[config.mk]
export PLATFORM = sky130hd
export DESIGN_NAME = key_press_classifier
export DESIGN_NICKNAME = d
export VERILOG_FILES = /design/src/rtl/kpc_pkg.sv /design/src/rtl/kpc_csr.sv /design/src/rtl/kpc_fsm.sv /design/src/rtl/kpc_out_reg.sv /design/src/rtl/key_press_classifier.sv
export SDC_FILE = /design/constraint.sdc
export NUM_CORES = 1
export LEC_CHECK = 0
export BUFFER_PORTS_ARGS = -buffer_cell sky130_fd_sc_hd__buf_2
export CAP_MARGIN = 0
export CORE_ASPECT_RATIO = 1.5
export CORE_UTILIZATION = 60
export CTS_CLUSTER_DIAMETER = 50
export CTS_CLUSTER_SIZE = 30
export DETAILED_ROUTE_END_ITERATION = 8
export GPL_TIMING_DRIVEN = 0
export PLACE_DENSITY = 0.83
export SLEW_MARGIN = 0
export SYNTH_ARGS = -nofsm -noshare
export SYNTH_HDL_FRONTEND = slang
export SYNTH_SLANG_ARGS = --single-unit
[constraint.sdc]
create_clock -name clock -period 7 [get_ports clock]
set_input_delay 0 -clock clock [delete_from_list [all_inputs] [get_ports clock]]
set_output_delay 0 -clock clock [all_outputs]
set_load 0.01 [all_outputs]
[src/rtl/kpc_pkg.sv]
// Shared types and constants for the key press classifier.
package kpc_pkg;

   localparam int unsigned CountWidth = 8;
   localparam int unsigned EventWidth = 2;
   localparam int unsigned CsrIndexWidth = 2;
   localparam int unsigned CsrDataWidth = 8;

   localparam logic [CsrIndexWidth-1:0] CSR_ACTIVE_HIGH = 2'd0;
   localparam logic [CsrIndexWidth-1:0] CSR_LONG_TICKS = 2'd1;
   localparam logic [CsrIndexWidth-1:0] CSR_VERY_LONG_TICKS = 2'd2;

   localparam logic [CountWidth-1:0] LONG_TICKS_RESET = 8'd45;
   localparam logic [CountWidth-1:0] VERY_LONG_TICKS_RESET = 8'd95;

   localparam logic [EventWidth-1:0] EV_NONE = 2'd0;
   localparam logic [EventWidth-1:0] EV_CLICK = 2'd1;
   localparam logic [EventWidth-1:0] EV_LONG = 2'd2;
   localparam logic [EventWidth-1:0] EV_VERY_LONG = 2'd3;

   typedef struct packed {
      logic                  active_high;
      logic [CountWidth-1:0] long_ticks;
      logic [CountWidth-1:0] very_long_ticks;
   } cfg_type;

   typedef struct packed {
      logic key_level;
      logic work_mode;
      logic connect_fail;
      logic smartconfig_mode;
      logic ap_mode;
   } item_type;

endpackage

[src/rtl/kpc_csr.sv]
// Configuration registers: key polarity and the two hold thresholds.
module kpc_csr (
   input  logic                                 clock,
   input  logic                                 reset,
   input  logic                                 csr_write_enable,
   input  logic [kpc_pkg::CsrIndexWidth-1:0]    csr_index,
   input  logic [kpc_pkg::CsrDataWidth-1:0]     csr_write_data,
   output kpc_pkg::cfg_type                     cfg
);
   import kpc_pkg::*;

   cfg_type cfg_ff;
   cfg_type cfg_in;

   always_comb begin
      cfg_in = cfg_ff;
      if (csr_write_enable) begin
         unique case (csr_index)
            CSR_ACTIVE_HIGH:     cfg_in.active_high = csr_write_data[0];
            CSR_LONG_TICKS:      cfg_in.long_ticks = csr_write_data[CountWidth-1:0];
            CSR_VERY_LONG_TICKS: cfg_in.very_long_ticks = csr_write_data[CountWidth-1:0];
            default:             cfg_in = cfg_ff;
         endcase
      end
   end

   always_ff @(posedge clock) begin
      if (reset) begin
         cfg_ff.active_high <= 1'b0;
         cfg_ff.long_ticks <= LONG_TICKS_RESET;
         cfg_ff.very_long_ticks <= VERY_LONG_TICKS_RESET;
      end else begin
         cfg_ff <= cfg_in;
      end
   end

   assign cfg = cfg_ff;

endmodule

[src/rtl/kpc_fsm.sv]
// Press phase and hold counter; classifies each accepted item into an event.
module kpc_fsm (
   input  logic                               clock,
   input  logic                               reset,
   input  logic                               item_accept,
   input  kpc_pkg::item_type                  item,
   input  kpc_pkg::cfg_type                   cfg,
   output logic [kpc_pkg::EventWidth-1:0]     key_event
);
   import kpc_pkg::*;

   localparam logic [1:0] PH_IDLE = 2'd0;
   localparam logic [1:0] PH_DEBOUNCE = 2'd1;
   localparam logic [1:0] PH_HELD = 2'd2;
   localparam logic [1:0] PH_WAIT = 2'd3;

   logic [1:0]            phase_ff;
   logic [1:0]            phase_in;
   logic [CountWidth-1:0] count_ff;
   logic [CountWidth-1:0] count_in;
   logic [CountWidth-1:0] count_inc;
   logic                  pressed;

   assign pressed = (item.key_level == cfg.active_high);
   assign count_inc = count_ff + CountWidth'(1);

   always_comb begin
      phase_in = phase_ff;
      count_in = count_ff;
      key_event = EV_NONE;
      unique case (phase_ff)
         PH_IDLE: begin
            if (pressed) phase_in = PH_DEBOUNCE;
         end
         PH_DEBOUNCE: begin
            if (pressed) begin
               count_in = '0;
               phase_in = PH_HELD;
            end else begin
               phase_in = PH_IDLE;
            end
         end
         PH_HELD: begin
            count_in = count_inc;
            if (!pressed) begin
               key_event = EV_CLICK;
               phase_in = PH_IDLE;
            end else if (count_inc >= cfg.very_long_ticks) begin
               if (item.work_mode || item.connect_fail) begin
                  key_event = EV_VERY_LONG;
                  phase_in = PH_WAIT;
               end
            end else if (count_inc >= cfg.long_ticks) begin
               if ((item.smartconfig_mode || item.ap_mode) && !item.connect_fail) begin
                  key_event = EV_LONG;
                  phase_in = PH_WAIT;
               end
            end
         end
         PH_WAIT: begin
            if (!pressed) phase_in = PH_IDLE;
         end
         default: phase_in = PH_IDLE;
      endcase
   end

   always_ff @(posedge clock) begin
      if (reset) begin
         phase_ff <= PH_IDLE;
         count_ff <= '0;
      end else if (item_accept) begin
         phase_ff <= phase_in;
         count_ff <= count_in;
      end
   end

endmodule

[src/rtl/kpc_out_reg.sv]
// Result register: holds one event until it is taken.
module kpc_out_reg (
   input  logic                               clock,
   input  logic                               reset,
   input  logic                               load,
   input  logic [kpc_pkg::EventWidth-1:0]     event_in,
   input  logic                               rsp_ready,
   output logic                               rsp_valid,
   output logic [kpc_pkg::EventWidth-1:0]     rsp_key_event
);
   import kpc_pkg::*;

   logic                  valid_ff;
   logic                  valid_in;
   logic [EventWidth-1:0] event_ff;

   assign valid_in = load || (valid_ff && !rsp_ready);

   always_ff @(posedge clock) begin
      if (reset) begin
         valid_ff <= 1'b0;
      end else begin
         valid_ff <= valid_in;
      end
   end

   always_ff @(posedge clock) begin
      if (load) begin
         event_ff <= event_in;
      end
   end

   assign rsp_valid = valid_ff;
   assign rsp_key_event = event_ff;

endmodule

[src/rtl/key_press_classifier.sv]
// Top level of the key press classifier.
//
//   channel  direction  handshake              payload
//   req_     in         req_valid/req_ready    key level, four mode flags
//   rsp_     out        rsp_valid/rsp_ready    key_event (2 bits)
//   csr_     in         csr_write_enable       csr_index, csr_write_data
//
// One item per cycle while no result waits unread; its event is visible the cycle after acceptance.
// The phase/counter update and the result register load happen in that
// same accepting edge. req_ready drops only while a result waits unread.
// Synchronous reset: idle phase, counter 0, thresholds 45/95, active low.
module key_press_classifier (
   input  logic                               clock,
   input  logic                               reset,
   input  logic                               req_valid,
   output logic                               req_ready,
   input  logic                               req_key_level,
   input  logic                               req_work_mode,
   input  logic                               req_connect_fail,
   input  logic                               req_smartconfig_mode,
   input  logic                               req_ap_mode,
   output logic                               rsp_valid,
   input  logic                               rsp_ready,
   output logic [kpc_pkg::EventWidth-1:0]     rsp_key_event,
   input  logic                               csr_write_enable,
   input  logic [kpc_pkg::CsrIndexWidth-1:0]  csr_index,
   input  logic [kpc_pkg::CsrDataWidth-1:0]   csr_write_data
);
   import kpc_pkg::*;

   cfg_type               cfg;
   item_type              item;
   logic                  item_accept;
   logic [EventWidth-1:0] key_event;

   assign req_ready = !rsp_valid || rsp_ready;
   assign item_accept = req_valid && req_ready;

   assign item.key_level = req_key_level;
   assign item.work_mode = req_work_mode;
   assign item.connect_fail = req_connect_fail;
   assign item.smartconfig_mode = req_smartconfig_mode;
   assign item.ap_mode = req_ap_mode;

   kpc_csr u_csr (
      .clock            (clock),
      .reset            (reset),
      .csr_write_enable (csr_write_enable),
      .csr_index        (csr_index),
      .csr_write_data   (csr_write_data),
      .cfg              (cfg)
   );

   kpc_fsm u_fsm (
      .clock       (clock),
      .reset       (reset),
      .item_accept (item_accept),
      .item        (item),
      .cfg         (cfg),
      .key_event   (key_event)
   );

   kpc_out_reg u_out (
      .clock         (clock),
      .reset         (reset),
      .load          (item_accept),
      .event_in      (key_event),
      .rsp_ready     (rsp_ready),
      .rsp_valid     (rsp_valid),
      .rsp_key_event (rsp_key_event)
   );

endmodule

==> metrics <==
Die Y roughly 67 um; Synth Warn # 0; Worst Path Max Fanout 6; RSZ-0062 raised after global routing false; Clock Latency Late Sink 290 ps; worst reg-to-reg setup slack 4370 ps; Starting DRT DRC Count slightly above 70; number of synthesized flops with an enable pin 2; slew margin rel. 62.88%; CTS tree done; Die Area approximately 0.0030 sq mm; FP Rows 23; synth top area cells dfxtp_1 33%, ha_1 13%, nand2_1 6.9%, a21oi_1 6.3%, inv_1 4.0%; reg2reg end u_fsm.phase_ff[0]$_SDFFE_PP0P_; Clock Path Buffers 2; top-count cell post-synth nand2_1; startpoint types flip-flop; Final min period 2632 ps; Core Area 0.002648 sq mm; # setup viols final 0; fin util 76.04%; First-pass DRT Iterations 4; Synth top area share 33.46%; syn nets 238; fin cells 277; most frequent cells after synthesis 31 x nand2_1, 28 x dfxtp_1, 21 x a21oi_1, 18 x inv_1, 17 x ha_1; Slew @ Worst Pin 554.7 ps; clock transition at the registers of the reported paths 60 ps; hold path cells 3; Worst EP arrival 2830 ps; CP startpoint u_fsm.count_ff[0]$_SDFFE_PP0P_; Leak slightly above 0.9 nW; Die X around 45 um; first-pass GRT wire length 6713 um; pre-CTS setup slack 4424 ps; grt total ovfl 0; WS Path Type flip-flop to flip-flop; Max Slew Vio Count 0; starting density of the core roughly 63%; layout cell share with drive strength beyond 1 15.00%; Via Count 1572; htree depth 2; CTS buffer count 5; initial antenna violation count 0; setup ws final 4368 ps; post-synth cell types 37; DRT Wirelength around 4200 um; net count reported at finish between 200 and 300; DRC Markers 0; io pins 24; Root Buffer clkbuf_8; DRT antenna net count 0; post-synthesis async set-or-reset flop share 0%; post-DP HPWL around 3000 um; flops & latches, synth 30; Max Cap Viol 0; worst min path class input pin to flip-flop; fmax 0.3799 GHz; drt wl/cell 15.06 um; status completed; Post-Syn Area 0.001675 sq mm; dominant synthesized flop cell dfxtp_1; Layout area overhead 20.16%; skew final 2.630 ps; vias in the first global route about 1600; vias per std cell 5.675; FF-to-FF Start u_fsm.count_ff[0]$_SDFFE_PP0P_; Synth area leader dfxtp_1; Worst Setup End Kind flip-flop; power density over cell area 182.8 mW/mm^2; placed cell count 260; All-Layer GR Usage about a third; Ant. Diodes 0; final period utilization 37.61%; setup_tns 0 ps; routability congestion estimate 0.8343; CTS resizes 0; Final Hold Violating Endpoints 0; worst setup path endpoint u_fsm.phase_ff[0]$_SDFFE_PP0P_; largest net degree at the start of global routing 11; Synth Area per Inst 8.335 sq um; register area share after synthesis 37.04%; Synth Instances 201; R2R cell count 10; port bufs 22; WP data required 7190 ps; VDD IR max 149.1 uV; WHS 85.09 ps; clock sink count 30
cell families (layout without fill, tap and decap cells):
logic type	after synthesis	count (layout)	synth area share, %
adders and majority gates	17	17	12.70
xor gates and xnor gates	8	8	4.631
buffers and inverters	23	62	5.227
AOI/OAI and AO/OA	45	45	16.88
and+or+nand+nor	77	77	22.93
DFF	30	30	37.04
muxes	1	1	0.5975
per-stage QoR:
stage / instance area [sq um] / total power [mW]
6_report: 2013 / 0.3681
4_1_cts: 2013 / 0.3664
3_5_place_dp: 1832 / 0.2226
5_1_grt: 2013 / 0.3813
2_1_floorplan: 1675 / 0.2072
3_3_place_gp: 1832 / 0.2201
cell type report:
cell class / count / area, sq um
Buffer: 5 / 20.02
Clock inverter: 1 / 5.005
Fill cell: 202 / 634.4
Clock buffer: 7 / 86.33
Sequential cell: 30 / 620.6
Timing Repair Buffer: 31 / 200.2
Multi-Input combinational cell: 148 / 967.2
Inverter: 18 / 67.56
Tap cell: 37 / 46.29
report_power, final:
part | total, mW | switching [mW] | internal, mW
logic | 0.0425 | 0.0242 | 0.0183
registers | 0.182 | 0.00313 | 0.179
clock network | 0.144 | 0.0648 | 0.0791
total | 0.368 | 0.0921 | 0.276
per-layer routing:
metal | GRT usage, % | share of wire (%) | vias to the layer above
met3 | 7.317 | 3.8 | 12
met1 | 30.08 | 38 | 740
met5 | 0 | 0 | -
met4 | 15.53 | 2.7 | 0
li1 | - | - | 770
met2 | 59.60 | 56 | 50
sequential cells by signal, summed over array words and instances, names as in the netlist:
| name | count |
|---|---|
| u_csr.cfg | 17 |
| u_fsm.count_ff | 8 |
| u_fsm.phase_ff | 2 |
| u_out.rsp_key_event | 2 |
| u_out.rsp_valid | 1 |
how the worst min path moves through the flow:
| stage | startpoint | to | slack, ps |
|---|---|---|---|
| after floorplan | csr_write_data[1] | u_csr.cfg[1]$_SDFFE_PP1P_ | 120 |
| after global placement | csr_write_data[1] | u_csr.cfg[1]$_SDFFE_PP1P_ | 220 |
| after detailed placement | csr_write_data[6] | u_csr.cfg[6]$_SDFFE_PP1P_ | 220 |
| after CTS | rsp_ready | u_out.rsp_valid$_SDFF_PP0_ | 70 |
| after global routing | rsp_ready | u_out.rsp_valid$_SDFF_PP0_ | 90 |
| final | rsp_ready | u_out.rsp_valid$_SDFF_PP0_ | 90 |
worst max-delay path, stage by stage (launching register included):
cell and delay [ps]:
dfxtp_1 440, ha_1 290, and3_1 230, nand3_1 100
xnor2_1 200, ha_1 300, nand2_1 60, or3_1 310
o221ai_1 210, nand3b_1 130, a311oi_1 270
cells in the final DEF, fill, tap and decap left out, drive strengths merged:
master        n
a211o         6
a211oi        2
a21boi        1
a21oi        21
a311oi        4
a31o          1
a31oi         1
and3          5
and3b         1
buf          23
clkbuf       11
clkinv        1
dfxtp        28
dlygate4sd3   9
edfxtp        2
ha           17
inv          18
mux2i         1
nand2        32
nand2b        3
nand3         4
nand3b        6
nor2         13
nor2b         3
nor3          6
nor3b         2
o211ai        1
o21ai         6
o221ai        1
o22ai         1
or2           1
or3           1
xnor2         4
xor2          4
timing repair:
action | 4_1_cts | 5_1_grt
hold buffers | 9 | 0
hold endpoints to repair | 18 | 0
buffers inserted | 0 | 0
Note: power is estimated with default switching activity, not from simulation.
